File: config.mk
export PLATFORM = sky130hd
export DESIGN_NAME = cpf_ctrl
export DESIGN_NICKNAME = d
export VERILOG_FILES = /design/src/hw/rtl/cpf_pkg.sv /design/src/hw/rtl/cpf_ctrl.sv
export SDC_FILE = /design/constraint.sdc
export NUM_CORES = 1
export LEC_CHECK = 0
export BUFFER_PORTS_ARGS = -buffer_cell sky130_fd_sc_hd__buf_2
export CAP_MARGIN = 30
export CORE_MARGIN = 2
export CORE_UTILIZATION = 35
export CTS_BUF_LIST = sky130_fd_sc_hd__clkbuf_4 sky130_fd_sc_hd__clkbuf_8
export DETAILED_ROUTE_END_ITERATION = 10
export GPL_TIMING_DRIVEN = 0
export HOLD_SLACK_MARGIN = 0.02
export PLACE_DENSITY = 0.63
export SYNTH_ARGS = -nofsm -noshare
export SYNTH_HDL_FRONTEND = slang
export SYNTH_SLANG_ARGS = --single-unit
File: constraint.sdc
create_clock -name i_clk -period 1.7 [get_ports i_clk]
set_clock_uncertainty 0.1 [all_clocks]
set_input_delay 0.085 -clock i_clk [delete_from_list [all_inputs] [get_ports i_clk]]
set_output_delay 0.085 -clock i_clk [all_outputs]
set_load 0.02 [all_outputs]
File: src/hw/rtl/cpf_pkg.sv
// Shared widths, defaults, controller states and control structs for class probability fusion.
package cpf_pkg;

    // Field widths fixed by the interface
    localparam int unsigned IDW   = 12;
    localparam int unsigned PROBW = 16;
    localparam int unsigned SUMW  = 20;
    localparam int unsigned CLSW  = 4;

    // Default configuration
    localparam int unsigned NUM_CLASSES_DEF  = 14;
    localparam int unsigned NUM_ELEMENTS_DEF = 4096;

    // Controller states
    typedef enum logic [3:0] {
        S_CLEAR,
        S_IDLE,
        S_QUOT,
        S_BASE,
        S_READ,
        S_MUL,
        S_WRITE,
        S_NCHECK,
        S_NREAD,
        S_NSTART,
        S_NDIV,
        S_RESULT,
        S_ZERO
    } t_cpf_state;

    // Commands from controller to datapath
    typedef struct packed {
        logic take_item;   // latch element id and likelihood
        logic calc_quot;   // element id reduction, quotient step
        logic calc_base;   // element base address
        logic calc_prod;   // entry times likelihood
        logic wr_item;     // write product, add to running sum, advance class
        logic clr_write;   // reset sweep write
        logic use_k;       // address by normalisation index
        logic div_start;   // start one division
        logic wr_norm;     // write normalised entry, update argmax
        logic load_result; // load result register from argmax
        logic load_zero;   // load the empty result
    } t_cpf_cmd;

    // Status from datapath to controller
    typedef struct packed {
        logic clr_last;
        logic cls_last;
        logic k_last;
        logic denom_zero;
        logic div_busy;
        logic out_free;
    } t_cpf_sts;

endpackage

File: src/hw/rtl/cpf_ctrl.sv
// Controller: sequences the reset sweep, the per-class update and the normalisation pass.
module cpf_ctrl import cpf_pkg::*; (
    input  logic     i_clk,
    input  logic     i_rst_n,
    input  logic     i_in_valid,
    output logic     o_in_ready,
    input  t_cpf_sts i_sts,
    output t_cpf_cmd o_cmd
);

    t_cpf_state r_state;
    t_cpf_state n_state;
    logic       w_ready;
    logic       w_take;

    // Input ready: idle, or finishing a class that is not the last
    always_comb begin
        w_ready = (r_state == S_IDLE) || ((r_state == S_WRITE) && !i_sts.cls_last);
        w_take  = w_ready && i_in_valid;
    end

    // Next state
    always_comb begin
        n_state = r_state;
        case (r_state)
            S_CLEAR: begin
                if (i_sts.clr_last) n_state = S_IDLE;
            end
            S_IDLE: begin
                if (w_take) n_state = S_QUOT;
            end
            S_QUOT:  n_state = S_BASE;
            S_BASE:  n_state = S_READ;
            S_READ:  n_state = S_MUL;
            S_MUL:   n_state = S_WRITE;
            S_WRITE: begin
                if (i_sts.cls_last) begin
                    n_state = S_NCHECK;
                end else if (w_take) begin
                    n_state = S_QUOT;
                end else begin
                    n_state = S_IDLE;
                end
            end
            S_NCHECK: begin
                n_state = i_sts.denom_zero ? S_ZERO : S_NREAD;
            end
            S_NREAD:  n_state = S_NSTART;
            S_NSTART: n_state = S_NDIV;
            S_NDIV: begin
                if (!i_sts.div_busy) begin
                    n_state = i_sts.k_last ? S_RESULT : S_NREAD;
                end
            end
            S_RESULT, S_ZERO: begin
                if (i_sts.out_free) n_state = S_IDLE;
            end
            default: n_state = S_IDLE;
        endcase
    end

    // Commands
    always_comb begin
        o_cmd = '0;
        o_cmd.take_item = w_take;
        case (r_state)
            S_CLEAR:  o_cmd.clr_write = 1'b1;
            S_QUOT:   o_cmd.calc_quot = 1'b1;
            S_BASE:   o_cmd.calc_base = 1'b1;
            S_MUL:    o_cmd.calc_prod = 1'b1;
            S_WRITE:  o_cmd.wr_item   = 1'b1;
            S_NREAD:  o_cmd.use_k     = 1'b1;
            S_NSTART: begin
                o_cmd.use_k     = 1'b1;
                o_cmd.div_start = 1'b1;
            end
            S_NDIV: begin
                o_cmd.use_k   = 1'b1;
                o_cmd.wr_norm = !i_sts.div_busy;
            end
            S_RESULT: o_cmd.load_result = i_sts.out_free;
            S_ZERO:   o_cmd.load_zero   = i_sts.out_free;
            default:  o_cmd.take_item   = w_take;
        endcase
    end

    // State register
    always_ff @(posedge i_clk) begin
        if (!i_rst_n) begin
            r_state <= S_CLEAR;
        end else begin
            r_state <= n_state;
        end
    end

    assign o_in_ready = w_ready;

endmodule

-- After elaboration in Yosys (flattened, before gate mapping)
Cells that the tools add are included.
- add/sub/neg operators: 0
- $mul: 0
- divide/modulo/power cells: 0
- magnitude comparators: 0
- equal/unequal tests: 16
- shift-type cells: 0
- multiplexer cells: 19
- bitwise logic cells: 0
- reduce and logical (&&, ||, !) cells: 9
- operator list (cell ; count):
    4-bit one-hot mux with 12 select lines ; 1
    4-bit equality test, second input constant ; 5
    4-bit by 3-bit equality test with 1-bit output, second input constant ; 4
    4-bit 2-to-1 mux ; 4
    1-bit 2-to-1 mux ; 10
    4-bit by 2-bit equality test with 1-bit output, second input constant ; 2
    2-bit inequality test, second input constant ; 4
    3-bit 2-to-1 mux ; 2
    4-bit by 1-bit equality test with 1-bit output, second input constant ; 1
    4-bit logical NOT ; 1
    2-bit 2-to-1 mux ; 2
    4-bit AND reduction ; 1
    3-bit OR reduction ; 1
    1-bit logical AND ; 2
    1-bit logical NOT ; 2
    2-bit OR reduction ; 1
    1-bit logical OR ; 1
- register bits: 4
- bits in latches: 0
- memory bits (writable): 0
- memory bits (read-only): 0
- bits of input ports: 9
- output and inout port bits: 12
- logic and storage cells: 45
- memories kept: 0

-- Logic depth before layout (Yosys ltp)
Gate-level depths: netlist of the first run.
- depth in word-level cells: 7
- depth in mapped cells: 7
- depth with buffers taken out: 4

-- Least setup slack after synthesis of the first run
No wires, ideal clock.
- path type: reg-to-output
- start point: register r_state[1]
- end point: output port o_cmd[10] in the netlist's numbering
- arrival time: 1340 ps
- required time: 1515 ps
- path slack: 175 ps
- stages on the path, launching flop included: 8
- buffers on the path: 3
- path through: dfxtp_1 -> buf_6 -> buf_6 -> nor2_4 -> mux2i_1 -> nor2_1 -> and2_1 -> buf_4
- longest elaborated chain between the ends: 4
- elaborated cells between the ends (all ways): 5
- those cells by class: 2 x eq/ne; 3 x reduce/logical
- RTL lines (item ; line ; source):
    start, declared ; cpf_ctrl.sv:11 ; t_cpf_state r_state;
    start signal, assigned ; cpf_ctrl.sv:92 ; r_state <= n_state;
    4-bit by 3-bit equality test with 1-bit output ; cpf_ctrl.sv:18 ; w_ready = (r_state == S_IDLE) || ((r_state == S_WRITE) && !i_sts.cls_last);
    1-bit logical AND ; cpf_ctrl.sv:18 ;
    1-bit logical OR (*) ; cpf_ctrl.sv:18 ;
    net o_in_ready ; cpf_ctrl.sv:6 ; output logic o_in_ready,
    1-bit logical AND (*) ; cpf_ctrl.sv:19 ; w_take = w_ready && i_in_valid;
    end, declared ; cpf_ctrl.sv:8 ; output t_cpf_cmd o_cmd
Mark *: on every way through the listed nets, which the timed path passes. The rest lies on a longest branch.

-- Worst setup path after layout of the first run
- start point: register r_state[2]
- end point: output port o_cmd[10] in the netlist's numbering
- longest elaborated chain between the ends: 4
- elaborated cells between the ends (all ways): 5
- those cells by class: 2 x eq/ne; 3 x reduce/logical
- RTL lines (item ; line):
    4-bit by 3-bit equality test with 1-bit output ; cpf_ctrl.sv:18
    1-bit logical AND ; cpf_ctrl.sv:18
    1-bit logical OR (*) ; cpf_ctrl.sv:18
    1-bit logical AND (*) ; cpf_ctrl.sv:19
Every way passes the cells marked *; elsewhere a longest branch is shown, timed or not.

==> results of run 1 <==
[per-stage QoR]
stage | power (mW) | worst slack (ns) | instance area (sq um) | util | std cells
finish | 1.065 | 0.05947 | 762.0 | 0.5058 | 125
global route | 1.141 | 0.002841 | 762.0 | 0.5058 | 125
CTS | 1.000 | 0.01561 | 708.2 | 0.4701 | 119
detailed placement | 0.8931 | 0.1475 | 686.9 | 0.4560 | 117
global placement | 0.9004 | 0.1498 | 686.9 | 0.4560 | 117
floorplan | 0.7268 | 0.1750 | 566.8 | - | 81
[layout make-up]
| type | count | area, sq um | share of cell area |
|---|---|---|---|
| well taps | 16 | 20.02 | 0.02627 |
| repair buffers | 27 | 158.9 | 0.2085 |
| multi-input cells | 67 | 402.9 | 0.5287 |
| clock buffers | 3 | 22.52 | 0.02956 |
| plain buffers | 7 | 71.32 | 0.09360 |
| flip-flops and latches | 4 | 82.58 | 0.1084 |
| inverters | 1 | 3.754 | 0.004926 |
[how the worst max path moves through the flow]
stage / slack [ns] / cells after the start / endpoint / startpoint
floorplan: 0.17 / 7 / o_cmd[10] / r_state[1]
global placement: 0.15 / 7 / o_cmd[10] / r_state[0]
detailed placement: 0.15 / 7 / o_cmd[10] / r_state[0]
CTS: 0.02 / 8 / o_cmd[10] / r_state[1]
global route: 0.003 / 7 / o_cmd[10] / r_state[2]
finish: 0.06 / 7 / o_cmd[10] / r_state[2]
[logic make-up (layout without fill, tap and decap cells)]
family / after synthesis / after routing / synth area share
AOI/OAI and AO/OA: 19 / 19 / 0.2207
buffers and inverters: 10 / 38 / 0.1479
DFF: 4 / 4 / 0.1413
muxes: 1 / 1 / 0.01766
and+or+nand+nor: 47 / 47 / 0.4724
[tightest hold or removal path: stages]
cell	delay [ns]
buf_2	0.10
nor3_1	0.06
o21a_1	0.16
[repair_timing]
item / 4_1_cts / 5_1_grt
setup buffers: 0 / 5
endpoints found under the hold margin: 1 / 0
pin swaps: 0 / 2
setup endpoints to repair: 1 / 1
hold buffers: 1 / 0
gates resized for setup: 1 / 4
gates cloned: 0 / 1
[layout by cell type (no fill, tap or decap), drive strengths merged, types with 2 or more instances in the layout]
master  synthesis  routed
nand2b          4       4
dfxtp           4       4
nor2b           3       3
o31ai           2       2
a21oi           3       3
a211oi          2       2
nor2           10      10
nand3           3       3
nand2           6       6
clkbuf          0       3
o21ai           5       5
buf             9      33
nor3            8       8
and3b           3       3
o21a            3       3
nor4            3       3
[per-layer routing]
layer	routed length (um)	global-route usage
met1	708	0.2211
met2	863	0.2618
met3	108	0.03673
met5	0	0
met4	39	0.09091
[synthesized netlist by cell type, drive strengths merged, types with 2 or more instances]
master	count	area, sq um
nor3	8	40.04
a21oi	3	15.01
nand2	6	22.52
nand3	3	15.01
nand2b	4	25.02
buf	9	80.07
o31ai	2	15.01
nor4	3	25.02
o21ai	5	25.02
nor2b	3	18.77
nor2	10	45.04
a211oi	2	15.01
o21a	3	22.52
dfxtp	4	80.08
and3b	3	26.28
[where the power goes]
group / total (mW) / leakage [nW] / switching (mW) / internal [mW]
sequential: 0.161 / 0.0335 / 0.0336 / 0.128
clock: 0.127 / 0.0138 / 0.0478 / 0.0796
combinational: 0.776 / 0.323 / 0.431 / 0.346
==> impl_table.tex, run 1 <==
\begin{tabular}{lr}
\hline
Metric & Value \\
\hline
\multicolumn{2}{l}{\textbf{Worst setup path}} \\
\quad Critical path buffers and inverters & 3 \\
\quad Cells on worst reg2reg path & 6 \\
\quad Worst path max stage delay & 0.33 ns \\
\quad Crit end category & output port \\
\quad Biggest fanout along the worst timing path & 5 \\
\quad CP startpoint kind & flop \\
\quad Critical path data required time & 1.51 ns \\
\quad Start of the worst register-to-register path & r\_state[1] \\
\quad Crit path arrival time & 1.46 ns \\
\quad Reg-to-reg critical path endpoint & r\_state[1] \\
\quad R2r setup slk & 0.08 ns \\
\quad Kind of critical path & flop to output port \\
\quad Most frequent cell on the critical path & buf\_6 \\
\quad CP delay by family, top & simple AND/OR/NAND/NOR gates \\
\quad Ordered cell list for the critical path & buf\_6 > and3b\_1 > mux2i\_1 > nor2\_1 > and2\_1 > buf\_4 > buf\_6 \\
\quad Slowest CP cell & dfxtp\_2 \\
\multicolumn{2}{l}{\textbf{Global routing}} \\
\quad Vias in the first global route & 548 \\
\quad Wire length of the first global-routing pass & 2442 um \\
\quad Aggregate global-route resource usage & 0.1703 \\
\quad Global route total overflow & 0 \\
\quad Pin count of the biggest net entering global routing & 20 \\
\quad Initial antenna violation count & 0 \\
\multicolumn{2}{l}{\textbf{Yosys}} \\
\quad Register area share after synthesis & 0.1413 \\
\quad Total standard cell area after synthesis & 566.8 sq um \\
\quad Number of enable-type register cells in the synthesized netlist & 0 \\
\quad Share of synthesized flip-flops with an asynchronous set or reset & 0 \\
\quad Number of distinct standard cells referenced by the synthesized netlist & 33 \\
\quad Mean Syn Cell Area & 6.997 sq um \\
\quad Synth Register Bits & 4 \\
\quad Most common flop cell mapped by yosys & dfxtp\_1 \\
\quad Number of warning messages in the yosys log & 0 \\
\quad Mapped Nets & 90 \\
\quad Post-synthesis cell count & 81 \\
\multicolumn{2}{l}{\textbf{Timing}} \\
\quad Setup-failing EPs final & 0 \\
\quad Worst slew slack as a fraction of its limit & 0.7734 \\
\quad Number of max-slew violations in the final report & 0 \\
\quad Maximum frequency from static timing analysis & 609.6 MHz \\
\quad Final hold violation count & 0 \\
\quad Worst Max-Slew Pin Slew & 0.3368 ns \\
\quad Setup repair after global routing missed its margin & false \\
\quad Setup TNS after final layout & 0 ns \\
\quad Post-layout min period & 1.641 ns \\
\quad Final period utilization & 0.9650 \\
\quad Worst-case hold slack & 0.09429 ns \\
\multicolumn{2}{l}{\textbf{Finish}} \\
\quad Share of layout cells above drive strength 1 & 0.3670 \\
\quad Number of fill cells & 159 \\
\quad \# diodes & 0 \\
\quad Area Growth Syn to Fin & 34.44\% \\
\quad Largest register FFs & 4 \\
\quad Largest registers & r\_state: 4 flops \\
\quad Largest reg by FF count & r\_state \\
\quad Net count of the finished layout & 120 \\
\multicolumn{2}{l}{\textbf{Drt}} \\
\quad Number of nets with antenna violations after routing & 0 \\
\quad Overall via count from detail\_route & 711 \\
\quad Mean number of vias per cell & 5.688 \\
\quad Detail-routed net length per standard cell & 13.75 um \\
\quad First-pass detailed-route iteration total & 4 \\
\quad DRC viols & 0 \\
\quad DRC violation total after the first TritonRoute iteration & 31 \\
\quad Final routed wirelength across all metal layers & 1719 um \\
\multicolumn{2}{l}{\textbf{Flow run}} \\
\quad Max-Cap Viols & 0 \\
\multicolumn{2}{l}{\textbf{CTS}} \\
\quad Total number of H-tree levels & 1 \\
\quad Register clock-pin slew on the reported worst setup and hold paths & 0.05 ns \\
\quad Number of sinks on the clock net & 4 \\
\quad Clock tree root buffer cell & clkbuf\_4 \\
\quad TritonCTS clock tree & built \\
\quad CTS buffer count & 3 \\
\quad Clock insertion delay at the later pin of the skew report & 0.25 ns \\
\quad Number of buffers on the longest clock path & 2 \\
\multicolumn{2}{l}{\textbf{Run status}} \\
\quad Run status & completed \\
\multicolumn{2}{l}{\textbf{Worst hold path}} \\
\quad WHS Endpoint & r\_state[2] \\
\quad Hold path cells & 3 \\
\quad Hold Crit Start & i\_sts[0] \\
\quad Worst hold-check path type & input pin to flop \\
\multicolumn{2}{l}{\textbf{Placed design}} \\
\quad IO buf count & 20 \\
\quad Final HPWL DP & 1149 um \\
\quad Final weighted congestion in routability-driven placement & 0.7998 \\
\multicolumn{2}{l}{\textbf{Die}} \\
\quad Top-level I/O count & 21 \\
\quad DIE HEIGHT & 44.24 um \\
\quad Placeable core region & 1506 sq um \\
\quad Area of the die & 1957 sq um \\
\quad Starting utilization of the core area & 0.3762 \\
\quad Horizontal die dimension & 44.24 um \\
\quad Site Rows & 14 \\
\multicolumn{2}{l}{\textbf{Power and ir drop}} \\
\quad Worst supply voltage drop on vdd & 0.6372 mV \\
\quad Leakage power & 0.3705 nW \\
\quad Cell area power density & 1398 nW/um\^{}2 \\
\hline
\end{tabular}
(Power assumes the default switching activity.)
==> inputs of run 2 (changes only) <==
==> constraint.sdc (replaced) <==
create_clock -name i_clk -period 1.7 [get_ports i_clk]
set_clock_uncertainty 0.1 [all_clocks]
set_input_delay 0 -clock i_clk [delete_from_list [all_inputs] [get_ports i_clk]]
set_output_delay 0 -clock i_clk [all_outputs]
set_load 0.02 [all_outputs]
==> impl_table.tex, run 2 (same netlist as run 1, synthesis figures left out) <==
\begin{tabular}{lr}
\hline
Metric & Value \\
\hline
\multicolumn{2}{l}{\textbf{CTS}} \\
\quad Total number of H-tree levels & 1 (unchanged) \\
\quad Number of sinks on the clock net & 4 (unchanged) \\
\quad TritonCTS clock tree & built \\
\quad CTS buffer count & 3 (unchanged) \\
\quad Buffers inserted during post-CTS setup optimization & 0 (unchanged) \\
\quad Clock tree root buffer cell & clkbuf\_4 \\
\quad Number of buffers on the longest clock path & 2 (unchanged) \\
\quad Clock insertion delay at the later pin of the skew report & 0.25 ns (about the same) \\
\quad Register clock-pin slew on the reported worst setup and hold paths & 0.03 ns (-0.02 ns) \\
\multicolumn{2}{l}{\textbf{Power and ir drop}} \\
\quad Worst supply voltage drop on vdd & 0.6223 mV (-2.3\%) \\
\quad Leakage power & 0.3404 nW (-8.1\%) \\
\quad Cell area power density & 1392 nW/um\^{}2 (-0.41\%) \\
\multicolumn{2}{l}{\textbf{Flow run}} \\
\quad Max-Cap Viols & 0 (unchanged) \\
\multicolumn{2}{l}{\textbf{Die}} \\
\quad Placeable core region & 1506 sq um (unchanged) \\
\quad Site Rows & 14 (unchanged) \\
\quad DIE HEIGHT & 44.24 um (unchanged) \\
\quad Starting utilization of the core area & 0.3762 (unchanged) \\
\quad Top-level I/O count & 21 (unchanged) \\
\quad Area of the die & 1957 sq um (unchanged) \\
\quad Horizontal die dimension & 44.24 um (unchanged) \\
\multicolumn{2}{l}{\textbf{Worst setup path}} \\
\quad Critical path buffers and inverters & 4 (+1) \\
\quad Crit end category & output port \\
\quad Most frequent cell on the critical path & buf\_6 \\
\quad Biggest fanout along the worst timing path & 10 (+5) \\
\quad Critical path data required time & 1.60 ns (+0.09 ns) \\
\quad CP startpoint kind & flop \\
\quad Start of the worst register-to-register path & r\_state[3] \\
\quad CP delay by family, top & buffers and inverters \\
\quad Reg-to-reg critical path endpoint & r\_state[0] \\
\quad Cells on worst reg2reg path & 5 (-1) \\
\quad Worst path max stage delay & 0.30 ns (-0.03 ns) \\
\quad Kind of critical path & flop to output port \\
\quad R2r setup slk & 0.19 ns (+0.11 ns) \\
\quad Crit path arrival time & 1.49 ns (+0.03 ns) \\
\quad Crit path capture & o\_cmd[10] \\
\quad Origin of the worst setup path & r\_state[1] \\
\quad Crit. path cell count & 8 (+1) \\
\quad Slowest CP cell & dfxtp\_1 \\
\quad Ordered cell list for the critical path & buf\_6 > buf\_6 > nor2\_4 > mux2i\_1 > nor2\_1 > and2\_1 > buf\_4 > buf\_2 \\
\multicolumn{2}{l}{\textbf{Finish}} \\
\quad Share of layout cells above drive strength 1 & 0.3173 (-0.04966) \\
\quad Most frequent standard cell in the layout excluding fill and tap cells & buf\_2 \\
\quad \# diodes & 0 (unchanged) \\
\quad Area Growth Syn to Fin & 26.71\% \\
\quad Largest reg by FF count & r\_state \\
\quad Net count of the finished layout & 115 (-4.2\%) \\
\quad Utilization after layout & 0.4767 (-0.02907) \\
\quad Largest register FFs & 4 (unchanged) \\
\quad Commonest cells after routing, fill and taps aside & buf\_2 (20), nor2\_1 (9), nor3\_1 (8), nand2\_1 (6) \\
\quad Final instance count without filler cells & 120 (-4.0\%) \\
\quad Largest registers & r\_state: 4 flops \\
\multicolumn{2}{l}{\textbf{Drt}} \\
\quad Overall via count from detail\_route & 669 (-5.9\%) \\
\quad First-pass detailed-route iteration total & 4 (unchanged) \\
\quad Mean number of vias per cell & 5.575 (-2.0\%) \\
\quad Final routed wirelength across all metal layers & 1492 um (-13\%) \\
\quad Detail-routed net length per standard cell & 12.43 um (-9.6\%) \\
\quad Number of nets with antenna violations after routing & 0 (unchanged) \\
\quad DRC viols & 0 (unchanged) \\
\quad DRC violation total after the first TritonRoute iteration & 33 (+6.5\%) \\
\multicolumn{2}{l}{\textbf{Timing}} \\
\quad Worst slew slack as a fraction of its limit & 0.7764 (+0.003039) \\
\quad Maximum frequency from static timing analysis & 630.2 MHz (+3.4\%) \\
\quad Final period utilization & 0.9335 (-0.03156) \\
\quad Number of max-slew violations in the final report & 0 (unchanged) \\
\quad Setup-failing EPs final & 0 (unchanged) \\
\quad Setup TNS after final layout & 0 ns (unchanged) \\
\quad Setup repair after global routing missed its margin & false \\
\quad Final hold violation count & 0 (unchanged) \\
\quad Post-layout min period & 1.587 ns (-0.05365 ns) \\
\quad Worst Max-Slew Pin Slew & 0.3323 ns (-0.004516 ns) \\
\multicolumn{2}{l}{\textbf{Global routing}} \\
\quad Pin count of the biggest net entering global routing & 11 (-45\%) \\
\quad Met2 usage in global routing & 0.2794 (+0.01765) \\
\quad Busiest metal layer after global routing & met2 \\
\quad Aggregate global-route resource usage & 0.1745 (+0.004195) \\
\quad Initial antenna violation count & 0 (unchanged) \\
\quad Global route total overflow & 0 (unchanged) \\
\quad Wire length of the first global-routing pass & 2490 um (+2.0\%) \\
\quad Met1 usage & 0.2187 (-0.002457) \\
\quad Met3 demand-to-capacity share in global routing & 0.03673 (unchanged) \\
\quad Vias in the first global route & 577 (+5.3\%) \\
\multicolumn{2}{l}{\textbf{Placed design}} \\
\quad Final HPWL DP & 1149 um (unchanged) \\
\quad IO buf count & 20 (unchanged) \\
\quad Final weighted congestion in routability-driven placement & 0.7998 (unchanged) \\
\quad Cell count after placement & 117 (unchanged) \\
\multicolumn{2}{l}{\textbf{Worst hold path}} \\
\quad Worst hold-check path type & input pin to flop \\
\multicolumn{2}{l}{\textbf{Run status}} \\
\quad Run status & completed \\
\hline
\end{tabular}
==> run 2: cell count changes in the layout (fill, tap and decap cells not counted), sizes merged <==
cell	change
buf	-6
dlygate4sd3	+1
==> run 2: worst min path at each step <==
stage | startpoint | endpoint | slack (ns) | depth (start not counted)
2_1_floorplan | i_sts[1] | o_cmd[2] | -0.01 | 1
3_3_place_gp | i_rst_n | r_state[2] | 0.19 | 2
3_5_place_dp | i_rst_n | r_state[2] | 0.18 | 2
4_1_cts | i_in_valid | r_state[0] | 0.04 | 4
5_1_grt | i_in_valid | r_state[0] | 0.06 | 4
6_report | i_in_valid | r_state[0] | 0.04 | 4
==> run 2: per-layer routing <==
metal | up-vias | wire length (um)
li1 | 341 | -
met1 | 294 | 633
met2 | 29 | 712
met3 | 5 | 106
met4 | 0 | 40
met5 | - | 0
==> run 2: report_power, final <==
part	internal, mW	leakage (nW)	switching (mW)
Clock	0.0796	0.0138	0.0477
Sequential	0.127	0.0330	0.0331
Combinational	0.303	0.294	0.409
==> run 2: cell type report <==
| type | count | area [sq um] |
|---|---|---|
| inverter | 1 | 3.754 |
| fill | 162 | 788.3 |
| buffer | 7 | 67.56 |
| timing repair buffer | 22 | 120.1 |
| tap | 16 | 20.02 |
| multi-input combinational | 67 | 402.9 |
| sequential | 4 | 81.33 |
| clock buffer | 3 | 22.52 |
==> run 2: metrics by stage <==
step           cell area, sq um  hold slack, ns  worst slack, ns  power, mW
2_1_floorplan             566.8        -0.01133           0.2160     0.7268
3_3_place_gp              686.9          0.1882           0.2209     0.9004
3_5_place_dp              686.9          0.1823           0.2278     0.8931
4_1_cts                   730.7         0.03851          0.02527      1.030
5_1_grt                   718.2         0.06037          0.01752      1.088
6_report                  718.2         0.04375           0.1131     0.9997
==> run 2: worst min-delay path: cells and delay by family <==
| family | cells | cell delay (ns) |
|---|---|---|
| AOI/OAI and AO/OA | 2 | 0.15 |
| buffers and inverters | 1 | 0.12 |
| and+or+nand+nor | 1 | 0.07 |
==> run 2: what timing repair did <==
| item | CTS | global route |
|---|---|---|
| hold buffers | 2 | 0 |
| endpoints found under the hold margin | 4 | 0 |
| setup endpoints to repair | 1 | 1 |
| resized for setup | 1 | 0 |
==> inputs of run 3 (changes only) <==
--- a/config.mk
+++ b/config.mk
@@ -5,6 +5,7 @@
 export SDC_FILE = /design/constraint.sdc
 export NUM_CORES = 1
 export LEC_CHECK = 0
+export ABC_AREA = 1
 export BUFFER_PORTS_ARGS = -buffer_cell sky130_fd_sc_hd__buf_2
 export CAP_MARGIN = 30
 export CORE_MARGIN = 2
@@ -13,7 +14,7 @@
 export DETAILED_ROUTE_END_ITERATION = 10
 export GPL_TIMING_DRIVEN = 0
 export HOLD_SLACK_MARGIN = 0.02
-export PLACE_DENSITY = 0.63
+export PLACE_DENSITY = 0.66
 export SYNTH_ARGS = -nofsm -noshare
 export SYNTH_HDL_FRONTEND = slang
 export SYNTH_SLANG_ARGS = --single-unit
==> constraint.sdc (replaced) <==
create_clock -name i_clk -period 1.7 [get_ports i_clk]
set_clock_uncertainty 0.1 [all_clocks]
set_input_delay 0.085 -clock i_clk [delete_from_list [all_inputs] [get_ports i_clk]]
set_output_delay 0.085 -clock i_clk [all_outputs]
set_load 0.02 [all_outputs]
==> impl_table.tex, run 3 <==
\begin{tabular}{lr}
\hline
Metric & Value \\
\hline
\multicolumn{2}{l}{\textbf{Run status}} \\
\quad Run status & completed \\
\multicolumn{2}{l}{\textbf{Drt}} \\
\quad First-pass detailed-route iteration total & 2 (-2) \\
\quad Final routed wirelength across all metal layers & 1102 um (-26\%) \\
\quad DRC viols & 0 (unchanged) \\
\quad Mean number of vias per cell & 4.524 (-19\%) \\
\quad Number of nets with antenna violations after routing & 0 (unchanged) \\
\quad Overall via count from detail\_route & 561 (-16\%) \\
\quad DRC violation total after the first TritonRoute iteration & 5 (-85\%) \\
\quad Detail-routed net length per standard cell & 8.887 um (-29\%) \\
\multicolumn{2}{l}{\textbf{Power and ir drop}} \\
\quad Worst supply voltage drop on vdd & 0.6361 mV (+2.2\%) \\
\quad Leakage power & 0.3462 nW (+1.7\%) \\
\quad Cell area power density & 1636 nW/um\^{}2 (+18\%) \\
\multicolumn{2}{l}{\textbf{Yosys}} \\
\quad Number of enable-type register cells in the synthesized netlist & 0 (unchanged) \\
\quad Share of synthesized flip-flops with an asynchronous set or reset & 0 (unchanged) \\
\quad Mux contribution to synthesized area & 0 (-0.01766) \\
\quad Largest family of logic cells by synthesized area & simple AND/OR/NAND/NOR gates \\
\quad Number of warning messages in the yosys log & 0 (unchanged) \\
\quad Most frequently used cell type in the post-synthesis netlist & nor2\_1 \\
\quad Largest area contributor in the synthesized netlist & dfxtp\_1 \\
\quad Most frequent cells after synthesis & nor2\_1 (19), inv\_1 (14), nand2\_1 (14) \\
\quad Synthesized-area fraction occupied by xor and xnor cells & 0 (unchanged) \\
\quad Post-synthesis cell count & 85 (+4.9\%) \\
\quad Largest cells by area after synthesis & dfxtp\_1 (17\%), nor2\_1 (15\%), inv\_1 (11\%) \\
\quad Synth Register Bits & 4 (unchanged) \\
\quad Proportion of netlist area held by the largest area contributor & 0.1730 (+0.03169) \\
\quad Synth Area in Adders & 0 (unchanged) \\
\quad Number of distinct standard cells referenced by the synthesized netlist & 20 (-39\%) \\
\quad Register area share after synthesis & 0.1730 (+0.03169) \\
\quad Total standard cell area after synthesis & 462.9 sq um (-18\%) \\
\quad Synth Area in Simple Gates & 0.5486 (+0.07624) \\
\quad Most common flop cell mapped by yosys & dfxtp\_1 \\
\quad Mean Syn Cell Area & 5.446 sq um (-22\%) \\
\quad Mapped Nets & 94 (+4.4\%) \\
\quad Compound-Gate Fraction of Synth Area & 0.1243 (-0.09643) \\
\multicolumn{2}{l}{\textbf{Flow run}} \\
\quad Max-Cap Viols & 0 (unchanged) \\
\multicolumn{2}{l}{\textbf{CTS}} \\
\quad Total number of H-tree levels & 1 (unchanged) \\
\quad TritonCTS clock tree & built \\
\quad Number of buffers on the longest clock path & 2 (unchanged) \\
\quad CTS buffer count & 3 (unchanged) \\
\quad Register clock-pin slew on the reported worst setup and hold paths & 0.03 ns (about the same) \\
\quad Clock insertion delay at the later pin of the skew report & 0.23 ns (-0.02 ns) \\
\quad Clock tree root buffer cell & clkbuf\_4 \\
\quad Number of sinks on the clock net & 4 (unchanged) \\
\multicolumn{2}{l}{\textbf{Finish}} \\
\quad Largest registers & r\_state: 4 flops \\
\quad Number of fill cells & 144 (-11\%) \\
\quad Largest register FFs & 4 (unchanged) \\
\quad Commonest cells after routing, fill and taps aside & buf\_2 (20), nor2\_1 (18), inv\_1 (13), nand2\_1 (13), nand2\_2 (8) \\
\quad \# diodes & 0 (unchanged) \\
\quad Most frequent standard cell in the layout excluding fill and tap cells & buf\_2 \\
\quad Net count of the finished layout & 120 (+4.3\%) \\
\quad Area Growth Syn to Fin & 34.32\% \\
\quad Share of layout cells above drive strength 1 & 0.3853 (+0.06801) \\
\quad Largest reg by FF count & r\_state \\
\quad Final instance area & 621.8 sq um (-13\%) \\
\multicolumn{2}{l}{\textbf{Timing}} \\
\quad Post-layout min period & 1.569 ns (-0.01767 ns) \\
\quad Worst Max-Slew Pin Slew & 0.3127 ns (-0.01962 ns) \\
\quad Worst-case hold slack & 0.1447 ns (+0.1009 ns) \\
\quad Number of max-slew violations in the final report & 0 (unchanged) \\
\quad Setup repair after global routing missed its margin & false \\
\quad Setup-failing EPs final & 0 (unchanged) \\
\quad Maximum frequency from static timing analysis & 637.3 MHz (+1.1\%) \\
\quad Setup TNS after final layout & 0 ns (unchanged) \\
\quad Worst slew slack as a fraction of its limit & 0.7908 (+0.01435) \\
\quad Final hold violation count & 0 (unchanged) \\
\quad Final period utilization & 0.9231 (-0.01039) \\
\multicolumn{2}{l}{\textbf{Global routing}} \\
\quad Pin count of the biggest net entering global routing & 8 (-3) \\
\quad Wire length of the first global-routing pass & 1766 um (-29\%) \\
\quad Global route total overflow & 0 (unchanged) \\
\quad Initial antenna violation count & 0 (unchanged) \\
\quad Aggregate global-route resource usage & 0.1610 (-0.01350) \\
\quad Vias in the first global route & 421 (-27\%) \\
\multicolumn{2}{l}{\textbf{Worst hold path}} \\
\quad Hold path cells & 5 (+1) \\
\quad WHS Endpoint & r\_state[3] \\
\quad Worst hold-check path type & input pin to flop \\
\quad Hold Crit Start & i\_sts[5] \\
\multicolumn{2}{l}{\textbf{Placed design}} \\
\quad Post-Place Cell Area & 581.8 sq um (-15\%) \\
\quad Final weighted congestion in routability-driven placement & 0.8084 (+1.1\%) \\
\quad Final HPWL DP & 908.7 um (-21\%) \\
\quad IO buf count & 20 (unchanged) \\
\multicolumn{2}{l}{\textbf{Worst setup path}} \\
\quad Start of the worst register-to-register path & r\_state[1] \\
\quad Crit end category & output port \\
\quad CP startpoint kind & flop \\
\quad Crit path arrival time & 1.38 ns (-0.11 ns) \\
\quad Kind of critical path & flop to output port \\
\quad Critical path data required time & 1.51 ns (-0.09 ns) \\
\quad Biggest fanout along the worst timing path & 6 (-4) \\
\quad R2r setup slk & 0.34 ns (+0.15 ns) \\
\quad Cells on worst reg2reg path & 7 (+2) \\
\quad Reg-to-reg critical path endpoint & r\_state[1] \\
\multicolumn{2}{l}{\textbf{Die}} \\
\quad Horizontal die dimension & 40.37 um (-8.7\%) \\
\quad Top-level I/O count & 21 (unchanged) \\
\quad Area of the die & 1630 sq um (-17\%) \\
\quad Starting utilization of the core area & 0.3649 (-0.01135) \\
\quad Site Rows & 13 (-1) \\
\quad DIE HEIGHT & 40.37 um (-8.7\%) \\
\quad Placeable core region & 1269 sq um (-16\%) \\
\hline
\end{tabular}
[run 3: cell count changes after synthesis, moves of 6 or more]
cell,delta
nor2_1,+10
inv_1,+13
nor3_1,-6
nand2_2,+7
nand2_1,+8
[run 3: per-stage QoR]
step                power (mW)  instances  setup slack [ns]  utilization
global placement        0.8808        120            0.2998       0.4586
finish                   1.017        124            0.1308       0.4901
floorplan               0.7164         85            0.3555            -
detailed placement      0.8856        120            0.2811       0.4586
CTS                      1.006        124           0.03071       0.4842
global route             1.132        124           0.01352       0.4901
[run 3: power breakdown]
| part | internal [mW] | switching [mW] | leakage [nW] |
|---|---|---|---|
| registers | 0.139 | 0.0602 | 0.0338 |
| clock network | 0.0787 | 0.0352 | 0.0138 |
| logic | 0.234 | 0.470 | 0.299 |
| total | 0.452 | 0.565 | 0.346 |
[run 3: cells by family after synthesis]
family / after synthesis
AND/OR/NAND/NOR: 53
buffers and inverters: 18
AO/OA/AOI/OAI: 10
flip-flops: 4
[run 3: timing repair]
| item | CTS | global route |
|---|---|---|
| hold buffers | 1 | 0 |
| hold endpoints to repair | 1 | 0 |
| endpoints found under the setup margin | 0 | 1 |
| gates resized for setup | 0 | 5 |
| buffers inserted | 0 | 0 |
[run 3: final cells by class]
| cell class | count | area [sq um] | area share |
|---|---|---|---|
| inverters | 17 | 63.81 | 0.1026 |
| multi-input cells | 63 | 316.6 | 0.5091 |
| flip-flops and latches | 4 | 82.58 | 0.1328 |
| well taps | 15 | 18.77 | 0.03018 |
| clock buffers | 3 | 22.52 | 0.03622 |
| repair buffers | 21 | 110.1 | 0.1771 |
| plain buffers | 1 | 7.507 | 0.01207 |
[run 3: worst max-delay path, stage by stage, from the launching register on]
cell and delay [ns]:
dfxtp_1 0.33, inv_2 0.12, nand2_2 0.11, nor2_4 0.14
nand2_1 0.07, a21oi_1 0.12, buf_4 0.11, buf_2 0.15
[run 3: worst max path at each step]
stage | start | to | slack [ns] | cells past startpoint
floorplan | r_state[1] | r_state[0] | 0.36 | 7
global placement | r_state[2] | o_cmd[10] | 0.30 | 6
detailed placement | r_state[3] | o_cmd[10] | 0.28 | 7
CTS | r_state[3] | o_cmd[10] | 0.03 | 7
global route | r_state[3] | o_cmd[10] | 0.01 | 7
finish | r_state[3] | o_cmd[10] | 0.13 | 7
[run 3: layer usage]
layer / vias to the layer above / wire length [um] / track usage
met5: - / 0 / 0
met4: 0 / 0 / 0
met3: 0 / 70 / 0.07222
met2: 19 / 472 / 0.2460
met1: 228 / 559 / 0.2190
li1: 314 / - / -
